[src/hw/rtl/accel_fall_and_activity_detector_core_macros.svh]
// Assertion macros for the fall and activity detector.
// Each macro assumes clk and rst are visible in the using scope.
`ifndef ACCEL_FALL_AND_ACTIVITY_DETECTOR_CORE_MACROS_SVH
`define ACCEL_FALL_AND_ACTIVITY_DETECTOR_CORE_MACROS_SVH

// Same-cycle implication.
`define AFAD_ASSERT_NOW(label, ante, cons) \
  label: assert property (@(posedge clk) disable iff (rst) (ante) |-> (cons)) \
    else $error("afad same-cycle check failed");

// Next-cycle implication.
`define AFAD_ASSERT_NEXT(label, ante, cons) \
  label: assert property (@(posedge clk) disable iff (rst) (ante) |=> (cons)) \
    else $error("afad next-cycle check failed");

`endif

[src/hw/rtl/afad_pkg.sv]
// Shared types and constants for the fall and activity detector.
// No dependencies.
`default_nettype none

package afad_pkg;

  localparam int WINDOW_SAMPLES     = 25;
  localparam int WINDOWS_PER_PERIOD = 60;

  localparam int AXIS_W   = 13;
  localparam int MAG_W    = 14;
  localparam int TIME_W   = 48;
  localparam int POINT_W  = 12;
  localparam int STEP_W   = 8;
  localparam int FALL_W   = 14;
  localparam int SPRD_W   = 13;
  localparam int CFG_W    = 14;
  localparam int CFG_IDX_W = 2;

  localparam int SAMPLE_IDX_W = $clog2(WINDOW_SAMPLES);
  localparam int WINDOW_IDX_W = (WINDOWS_PER_PERIOD > 1) ? $clog2(WINDOWS_PER_PERIOD) : 1;

  localparam logic [SAMPLE_IDX_W-1:0] LAST_SAMPLE = SAMPLE_IDX_W'(WINDOW_SAMPLES - 1);
  localparam logic [WINDOW_IDX_W-1:0] LAST_WINDOW = WINDOW_IDX_W'(WINDOWS_PER_PERIOD - 1);

  localparam logic [MAG_W-1:0]   IMMOBILE_LIMIT = MAG_W'(328);

  localparam logic [FALL_W-1:0]  FALL_THR_RESET   = FALL_W'(5000);
  localparam logic [SPRD_W-1:0]  SPRD_THR_RESET   = SPRD_W'(450);
  localparam logic [POINT_W-1:0] POINT_THR_RESET  = POINT_W'(1200);
  localparam logic [STEP_W-1:0]  POINT_STEP_RESET = STEP_W'(20);
  localparam logic [POINT_W-1:0] SLEEP_RESET      = POINT_W'(1200);

  typedef enum logic [CFG_IDX_W-1:0] {
    REG_FALL_THR   = 2'd0,
    REG_SPRD_THR   = 2'd1,
    REG_POINT_THR  = 2'd2,
    REG_POINT_STEP = 2'd3
  } cfg_reg_t;

  typedef struct packed {
    logic [FALL_W-1:0]  fall_thr;
    logic [SPRD_W-1:0]  spread_thr;
    logic [POINT_W-1:0] point_thr;
    logic [STEP_W-1:0]  point_step;
  } cfg_t;

  typedef struct packed {
    logic              last;
    logic              period_end;
    logic [MAG_W-1:0]  spread;
  } win_info_t;

  typedef struct packed {
    logic               fall;
    logic               changed;
    logic               awake;
    logic [POINT_W-1:0] sleep_pts;
    logic [POINT_W-1:0] wake_pts;
  } act_result_t;

endpackage

`default_nettype wire

[src/hw/rtl/accel_fall_and_activity_detector_core.sv]
// Top level of the accelerometer fall and activity detector.
// Depends on afad_pkg, afad_mag, afad_window, afad_activity and the macros header.
`default_nettype none
`include "accel_fall_and_activity_detector_core_macros.svh"

// Takes one accelerometer sample per clock and returns one result per
// window of WINDOW_SAMPLES samples. A sample's magnitude is registered at
// acceptance; from that register the window, fall and point updates run in
// a single stage and load the result register, so a result becomes valid
// when the last sample of its window leaves that stage. Sustained rate is
// one sample per cycle, set by that single update stage; the input stalls
// only while a window-ending sample waits for a full result register to
// drain.
// Configuration takes effect on the next sample and should be written
// while no sample is in flight.
module accel_fall_and_activity_detector_core import afad_pkg::*; (
  input  logic                     clk,
  input  logic                     rst,
  input  logic                     cfg_write,
  input  logic [CFG_IDX_W-1:0]     cfg_index,
  input  logic [CFG_W-1:0]         cfg_data,
  input  logic                     in_valid,
  output logic                     in_ready,
  input  logic signed [AXIS_W-1:0] accel_x,
  input  logic signed [AXIS_W-1:0] accel_y,
  input  logic signed [AXIS_W-1:0] accel_z,
  input  logic [TIME_W-1:0]        sample_time,
  output logic                     out_valid,
  input  logic                     out_ready,
  output logic [MAG_W-1:0]         spread,
  output logic                     fall_detected,
  output logic                     state_changed,
  output logic                     now_awake,
  output logic [TIME_W-1:0]        period_start,
  output logic [POINT_W-1:0]       asleep_points,
  output logic [POINT_W-1:0]       awake_points
);

  cfg_t              cfg;
  logic [MAG_W-1:0]  in_mag;
  logic              s1_valid;
  logic [MAG_W-1:0]  s1_mag;
  logic [TIME_W-1:0] s1_time;
  logic              s1_go;
  win_info_t         win;
  logic [TIME_W-1:0] period_time;
  act_result_t       act;

  always_ff @(posedge clk) begin
    if (rst) begin
      cfg.fall_thr   <= FALL_THR_RESET;
      cfg.spread_thr <= SPRD_THR_RESET;
      cfg.point_thr  <= POINT_THR_RESET;
      cfg.point_step <= POINT_STEP_RESET;
    end else if (cfg_write) begin
      unique case (cfg_reg_t'(cfg_index))
        REG_FALL_THR:   cfg.fall_thr   <= cfg_data[FALL_W-1:0];
        REG_SPRD_THR:   cfg.spread_thr <= cfg_data[SPRD_W-1:0];
        REG_POINT_THR:  cfg.point_thr  <= cfg_data[POINT_W-1:0];
        REG_POINT_STEP: cfg.point_step <= cfg_data[STEP_W-1:0];
      endcase
    end
  end

  afad_mag u_mag (
    .accel_x (accel_x),
    .accel_y (accel_y),
    .accel_z (accel_z),
    .mag     (in_mag)
  );

  assign s1_go    = s1_valid && (!win.last || !out_valid || out_ready);
  assign in_ready = !s1_valid || s1_go;

  always_ff @(posedge clk) begin
    if (rst) begin
      s1_valid <= 1'b0;
    end else if (in_ready) begin
      s1_valid <= in_valid;
    end
  end

  always_ff @(posedge clk) begin
    if (in_valid && in_ready) begin
      s1_mag  <= in_mag;
      s1_time <= sample_time;
    end
  end

  afad_window u_window (
    .clk         (clk),
    .rst         (rst),
    .advance     (s1_go),
    .mag         (s1_mag),
    .sample_time (s1_time),
    .info        (win),
    .period_time (period_time)
  );

  afad_activity u_activity (
    .clk        (clk),
    .rst        (rst),
    .advance    (s1_go && win.last),
    .spread     (win.spread),
    .period_end (win.period_end),
    .cfg        (cfg),
    .res        (act)
  );

  always_ff @(posedge clk) begin
    if (rst) begin
      out_valid <= 1'b0;
    end else if (s1_go && win.last) begin
      out_valid <= 1'b1;
    end else if (out_ready) begin
      out_valid <= 1'b0;
    end
  end

  always_ff @(posedge clk) begin
    if (s1_go && win.last) begin
      spread        <= win.spread;
      fall_detected <= act.fall;
      state_changed <= act.changed;
      now_awake     <= act.awake;
      period_start  <= period_time;
      asleep_points <= act.sleep_pts;
      awake_points  <= act.wake_pts;
    end
  end

  `AFAD_ASSERT_NOW(a_points_conserved, out_valid,
    ({1'b0, asleep_points} + {1'b0, awake_points}) == {1'b0, SLEEP_RESET})
  `AFAD_ASSERT_NOW(a_change_matches_state, out_valid && state_changed,
    now_awake == (asleep_points <= awake_points))
  `AFAD_ASSERT_NOW(a_period_end_is_last, s1_valid && win.period_end, win.last)
  `AFAD_ASSERT_NEXT(a_stage_holds, s1_valid && !s1_go, s1_valid && $stable(s1_mag))

endmodule

`default_nettype wire

[src/hw/rtl/afad_mag.sv]
// L1 magnitude of one three-axis sample.
// Depends on afad_pkg.
`default_nettype none

module afad_mag import afad_pkg::*; (
  input  logic signed [AXIS_W-1:0] accel_x,
  input  logic signed [AXIS_W-1:0] accel_y,
  input  logic signed [AXIS_W-1:0] accel_z,
  output logic        [MAG_W-1:0]  mag
);

  function automatic logic [MAG_W-1:0] abs_axis(input logic signed [AXIS_W-1:0] v);
    logic signed [MAG_W-1:0] w;
    w = {{(MAG_W-AXIS_W){v[AXIS_W-1]}}, v};
    return v[AXIS_W-1] ? MAG_W'(-w) : MAG_W'(w);
  endfunction

  assign mag = abs_axis(accel_x) + abs_axis(accel_y) + abs_axis(accel_z);

endmodule

`default_nettype wire

[src/hw/rtl/afad_window.sv]
// Window min/max tracking, sample and window counters, period timestamp.
// Depends on afad_pkg.
`default_nettype none

module afad_window import afad_pkg::*; (
  input  logic              clk,
  input  logic              rst,
  input  logic              advance,
  input  logic [MAG_W-1:0]  mag,
  input  logic [TIME_W-1:0] sample_time,
  output win_info_t         info,
  output logic [TIME_W-1:0] period_time
);

  logic [SAMPLE_IDX_W-1:0] sample_index;
  logic [WINDOW_IDX_W-1:0] window_index;
  logic [MAG_W-1:0]        window_max;
  logic [MAG_W-1:0]        window_min;
  logic [MAG_W-1:0]        window_max_next;
  logic [MAG_W-1:0]        window_min_next;
  logic                    first;

  assign first = (sample_index == '0);

  always_comb begin
    if (first) begin
      window_max_next = mag;
      window_min_next = mag;
    end else begin
      window_max_next = (mag >= window_max) ? mag : window_max;
      window_min_next = (mag < window_min) ? mag : window_min;
    end
  end

  assign info.last       = (sample_index == LAST_SAMPLE);
  assign info.period_end = info.last && (window_index == LAST_WINDOW);
  assign info.spread     = window_max_next - window_min_next;

  always_ff @(posedge clk) begin
    if (rst) begin
      sample_index <= '0;
      window_index <= '0;
      window_max   <= '0;
      window_min   <= '1;
      period_time  <= '0;
    end else if (advance) begin
      window_max <= window_max_next;
      window_min <= window_min_next;
      if (first && window_index == '0) begin
        period_time <= sample_time;
      end
      if (info.last) begin
        sample_index <= '0;
        window_index <= info.period_end ? '0 : window_index + 1'b1;
      end else begin
        sample_index <= sample_index + 1'b1;
      end
    end
  end

endmodule

`default_nettype wire

[src/hw/rtl/afad_activity.sv]
// Fall stages, asleep/awake point counters and activity state.
// Depends on afad_pkg.
`default_nettype none

module afad_activity import afad_pkg::*; (
  input  logic             clk,
  input  logic             rst,
  input  logic             advance,
  input  logic [MAG_W-1:0] spread,
  input  logic             period_end,
  input  cfg_t             cfg,
  output act_result_t      res
);

  logic [POINT_W-1:0] sleep_points;
  logic [POINT_W-1:0] wake_points;
  logic               was_awake;
  logic               peak_seen;
  logic               fall_possible;
  logic               fall_likely;

  logic [POINT_W-1:0] sleep_points_next;
  logic [POINT_W-1:0] wake_points_next;
  logic [POINT_W:0]   sleep_inc;
  logic [POINT_W:0]   wake_add;
  logic               immobile;
  logic               fall_likely_next;
  logic               fall_possible_next;
  logic               peak_seen_next;
  logic               awake_now;

  assign immobile  = (spread <= IMMOBILE_LIMIT);
  assign sleep_inc = {1'b0, sleep_points} + 1'b1;
  assign wake_add  = {1'b0, wake_points} + {{(POINT_W+1-STEP_W){1'b0}}, cfg.point_step};

  always_comb begin
    sleep_points_next = sleep_points;
    wake_points_next  = wake_points;
    if (immobile) begin
      if (sleep_inc < {1'b0, cfg.point_thr} && wake_points > POINT_W'(1)) begin
        sleep_points_next = sleep_points + 1'b1;
        wake_points_next  = wake_points - 1'b1;
      end
    end else begin
      if (wake_add < {1'b0, cfg.point_thr} &&
          sleep_points > {{(POINT_W-STEP_W){1'b0}}, cfg.point_step}) begin
        sleep_points_next = sleep_points - {{(POINT_W-STEP_W){1'b0}}, cfg.point_step};
        wake_points_next  = POINT_W'(wake_add);
      end
    end
  end

  assign res.sleep_pts = sleep_points_next;
  assign res.wake_pts  = wake_points_next;

  assign res.fall         = fall_likely && (spread <= {1'b0, cfg.spread_thr});
  assign fall_likely_next = fall_possible && (spread <= {cfg.spread_thr, 1'b0});
  assign fall_possible_next = peak_seen && (spread < cfg.fall_thr);
  assign peak_seen_next   = (spread >= cfg.fall_thr);

  assign awake_now   = !(sleep_points_next > wake_points_next);
  assign res.changed = period_end && (awake_now != was_awake);
  assign res.awake   = period_end ? awake_now : was_awake;

  always_ff @(posedge clk) begin
    if (rst) begin
      sleep_points  <= SLEEP_RESET;
      wake_points   <= '0;
      was_awake     <= 1'b0;
      peak_seen     <= 1'b0;
      fall_possible <= 1'b0;
      fall_likely   <= 1'b0;
    end else if (advance) begin
      sleep_points  <= sleep_points_next;
      wake_points   <= wake_points_next;
      was_awake     <= res.awake;
      peak_seen     <= peak_seen_next;
      fall_possible <= fall_possible_next;
      fall_likely   <= fall_likely_next;
    end
  end

endmodule

`default_nettype wire
[config.mk]
export PLATFORM = sky130hd
export DESIGN_NAME = accel_fall_and_activity_detector_core
export DESIGN_NICKNAME = d
export VERILOG_FILES = /design/src/hw/rtl/afad_pkg.sv /design/src/hw/rtl/accel_fall_and_activity_detector_core.sv /design/src/hw/rtl/afad_mag.sv /design/src/hw/rtl/afad_window.sv /design/src/hw/rtl/afad_activity.sv
export VERILOG_INCLUDE_DIRS = /design/src /design/src/hw/rtl
export SDC_FILE = /design/constraint.sdc
export NUM_CORES = 1
export LEC_CHECK = 0
export BUFFER_PORTS_ARGS = -buffer_cell sky130_fd_sc_hd__buf_2
export CORE_MARGIN = 2
export CORE_UTILIZATION = 64
export DETAILED_ROUTE_END_ITERATION = 12
export PLACE_DENSITY = 0.87
export REMOVE_ABC_BUFFERS = 1
export SETUP_SLACK_MARGIN = 0.2
export SYNTH_ARGS = -nofsm -noshare
export SYNTH_HDL_FRONTEND = slang
export SYNTH_SLANG_ARGS = --single-unit
[constraint.sdc]
create_clock -name clk -period 12.7 [get_ports clk]
set_input_delay 2.54 -clock clk [delete_from_list [all_inputs] [get_ports clk]]
set_output_delay 2.54 -clock clk [all_outputs]
set_load 0.005 [all_outputs]
==> metrics.txt <==
Tmin final=between 8000 and 9000 ps; Routability Congestion=~0.96; Storage cell area=around 7800 um2; Hold Startpoint=u_window.period_time[14]$_SDFFE_PP0P_; cell area after synthesis=17720 um2; crit end category=flip-flop; hold path endpoint=period_start[14]$_DFFE_PP_; Yosys warning count=0; r2r setup slk=~3800 ps; final wirelength=around 47 mm; Starting Density=roughly 65%; Reg2Reg Launch Point=u_window.sample_index[0]$_SDFFE_PP0P_; path depth of the worst reg2reg path=27; number of synthesized flops with an enable pin=around 150; vias per inst=6.229; initial antenna violation count=1; CTS buffer count=34; Slew Limit Headroom=16.17%; die area=a little under 30000 um2; crit path max fanout=31; final worst setup slack=approximately 3800 ps; post-synthesis cell type count=86; max-cap violations=0; post-cts sizing count=0; DRC Markers=0; maximum root-to-sink buffer count=3; Routed WL per cell=just under 20 um; GRT Overall Usage=between 30% and 40%; Main synth FF type=dfxtp_1; Die X=roughly 170 um; Place WS=a little over 4000 ps; CORE AREA=27100 um2; vias in the first global route=between 10000 and 15000; CP Depth=27; slew at the pin with the worst max-slew slack=~1300 ps; Buf+Inv Stages, Crit Path=2; cells after synthesis=approximately 1900; #FFs+latches synth=about 320; clk slew on worst S/H paths=~60 ps; IO Port Bufs=around 200; max incr delay on CP=950 ps; clock skew=15.16 ps; Avg Inst Size Synth=between 9 and 10 um2; Post-CTS Setup Bufs=0; largest net degree at the start of global routing=76; reg2reg end=state_changed$_DFFE_PP_; delay-heaviest family, CP=simple AND/OR/NAND/NOR gates; final design area excluding fillers=~20000 um2; crit start category=flip-flop; Worst Path Required=12970 ps; Worst path slowest cell=nand3_1; I/O Pins=199; hold-fix buffers at CTS=0; TNS Setup=0 ps; Seq/Total Area, Yosys=between 40 and 50%; Root Driver=clkbuf_16; antenna-violating nets left=0; Fill cells=around 1900; htree depth=2; die height=approximately 170 um; DR pass1 iterations=5; Clock Latency Late Sink=~520 ps; drt first-iter violations=around 1500; CTS tree=done; Fmax achieved=between 0.1 and 0.15 GHz; Final setup viols=0; Worst Hold Class=flip-flop to flip-flop; Hold Vio Cnt, Final=0; WHS Path Cells=0; DP HPWL=around 34 mm; Synth async-reset ratio=0%; Power Dens Cells=192.4 nW/um2; GR Overflow Total=0; routed via count=between 15000 and 20000; LEAKAGE=0.008346 uW; area taken by multi-input logic gates=between 9000 and 10000 um2; critical path type=flip-flop to flip-flop; Area growth syn-to-layout=13.50%; CTS sink count=about 320; Cell Rows=60; Worst VDD drop=between 0.15 and 0.2 mV; run status=completed; Arrival @ worst endpoint=about 9000 ps; RSZ-0062 raised after global routing=false; first-pass GRT wire length=around 74 mm; Slew Limit Fails=0; final net count=2299; placed inst area=between 15000 and 20000 um2; Tcrit/Tclk final=69.97%; share of layout cells above drive strength 1=15.28%
-- sequential cells by signal, indices dropped and copies added, names as in the netlist, 6 cells and up --
name	cells
period_start	48
s1_time	48
u_window.period_time	48
cfg	47
s1_mag	14
spread	14
u_window.window_max	14
u_window.window_min	14
asleep_points	12
awake_points	12
u_activity.sleep_points	12
u_activity.wake_points	12
u_window.window_index	6
-- area by class of cell --
class	count	area share, %
Timing Repair Buffer	207	5.274
Tap cell	372	2.314
Multi-Input combinational cell	1333	45.48
Antenna cell	1	0.01244
Sequential cell	315	38.86
Inverter	132	2.475
Clock inverter	14	0.7339
Clock buffer	48	4.851
-- synth_stat cells (6+ instances only) --
cell	count	share of area [%]
nand2_1	275	5.8
dfxtp_1	164	19
a21oi_1	160	4.5
edfxtp_1	151	26
ha_1	151	11
inv_1	132	2.8
nor2_1	114	2.4
clkbuf_1	65	1.4
o21ai_0	51	1.4
xnor2_1	49	2.4
xor2_1	38	1.9
nor3_1	35	0.99
o211ai_1	35	1.5
a211oi_1	32	1.4
nand3_1	27	0.76
nand4_1	26	0.92
a21o_1	24	1.0
o21a_1	22	0.93
nor2b_1	19	0.67
fa_1	17	1.9
and3_1	16	0.56
mux2_2	15	0.95
nand2b_1	15	0.53
or2_2	14	0.49
a31oi_1	11	0.39
nor4_1	11	0.39
o31ai_1	11	0.47
or3_1	10	0.35
buf_1	8	0.17
mux2i_1	8	0.45
o22ai_1	8	0.28
a21boi_0	7	0.30
o211a_1	7	0.40
or4_1	7	0.30
a221oi_1	6	0.30
-- metal layers --
metal  track usage (%)  up-vias  share of wire (%)
met3             5.395      161                7.6
met5                 0        -                  0
met1             39.50     7140                 39
met2             55.23      738                 49
li1                  -     7048                  -
met4             15.05        0                4.9
-- cell families (layout without fill, tap and decap cells) --
logic type / count (synthesis) / after routing / synth area share, %
adders and majority gates: 169 / 169 / 12.64
muxes: 24 / 24 / 1.468
other: 0 / 1 / 0
and+or+nand+nor: 598 / 598 / 15.54
xor gates and xnor gates: 87 / 87 / 4.299
AOI/OAI and AO/OA: 455 / 455 / 17.45
buffers and inverters: 210 / 401 / 4.497
DFF: 315 / 315 / 44.11
-- worst max-delay path by stage --
stage / from / slack [ps] / to
after detailed placement: s1_mag[7]$_DFFE_PP_ / 4100 / state_changed$_DFFE_PP_
after global placement: s1_mag[7]$_DFFE_PP_ / 4310 / state_changed$_DFFE_PP_
final: u_window.sample_index[0]$_SDFFE_PP0P_ / 3810 / state_changed$_DFFE_PP_
after floorplan: s1_mag[12]$_DFFE_PP_ / 4820 / state_changed$_DFFE_PP_
after global routing: s1_mag[7]$_DFFE_PP_ / 3200 / state_changed$_DFFE_PP_
after CTS: s1_mag[7]$_DFFE_PP_ / 4060 / state_changed$_DFFE_PP_
-- per-stage QoR --
stage	util, %	instances	power (uW)	hold WS, ps
floorplan	-	1780	2408	408.1
global placement	70.08	2359	2748	410.9
detailed placement	70.08	2359	2829	414.4
CTS	74.22	2421	3826	424.9
global route	74.23	2422	4080	437.9
finish	74.23	2422	3871	422.8
-- cell usage in the layout (no fill, tap or decap), drive strengths merged, types with 8 or more instances in the layout --
master,count
o211ai,35
xnor2,49
clkbuf,48
or3,10
nand4,26
o21a,22
o31ai,11
o22ai,8
ha,151
a2111oi,12
a31oi,11
nand2b,15
xor2,38
edfxtp,151
buf,207
nor3,35
a21o,24
inv,132
nand2,275
nor2b,19
a21oi,160
mux2,16
fa,17
clkinv,11
o21ai,53
a211oi,33
or2,17
mux2i,8
nor2,114
dfxtp,164
nand3,27
nor4,12
and3,16
-- power by group --
part           switching (uW)  internal, uW  leakage [uW]  total [uW]
sequential               39.2          1160       0.00277        1200
clock                     411           582      0.000551         994
combinational            1000           671       0.00502        1680
total                    1460          2420       0.00835        3870
Power figures use the tool's default switching activity.
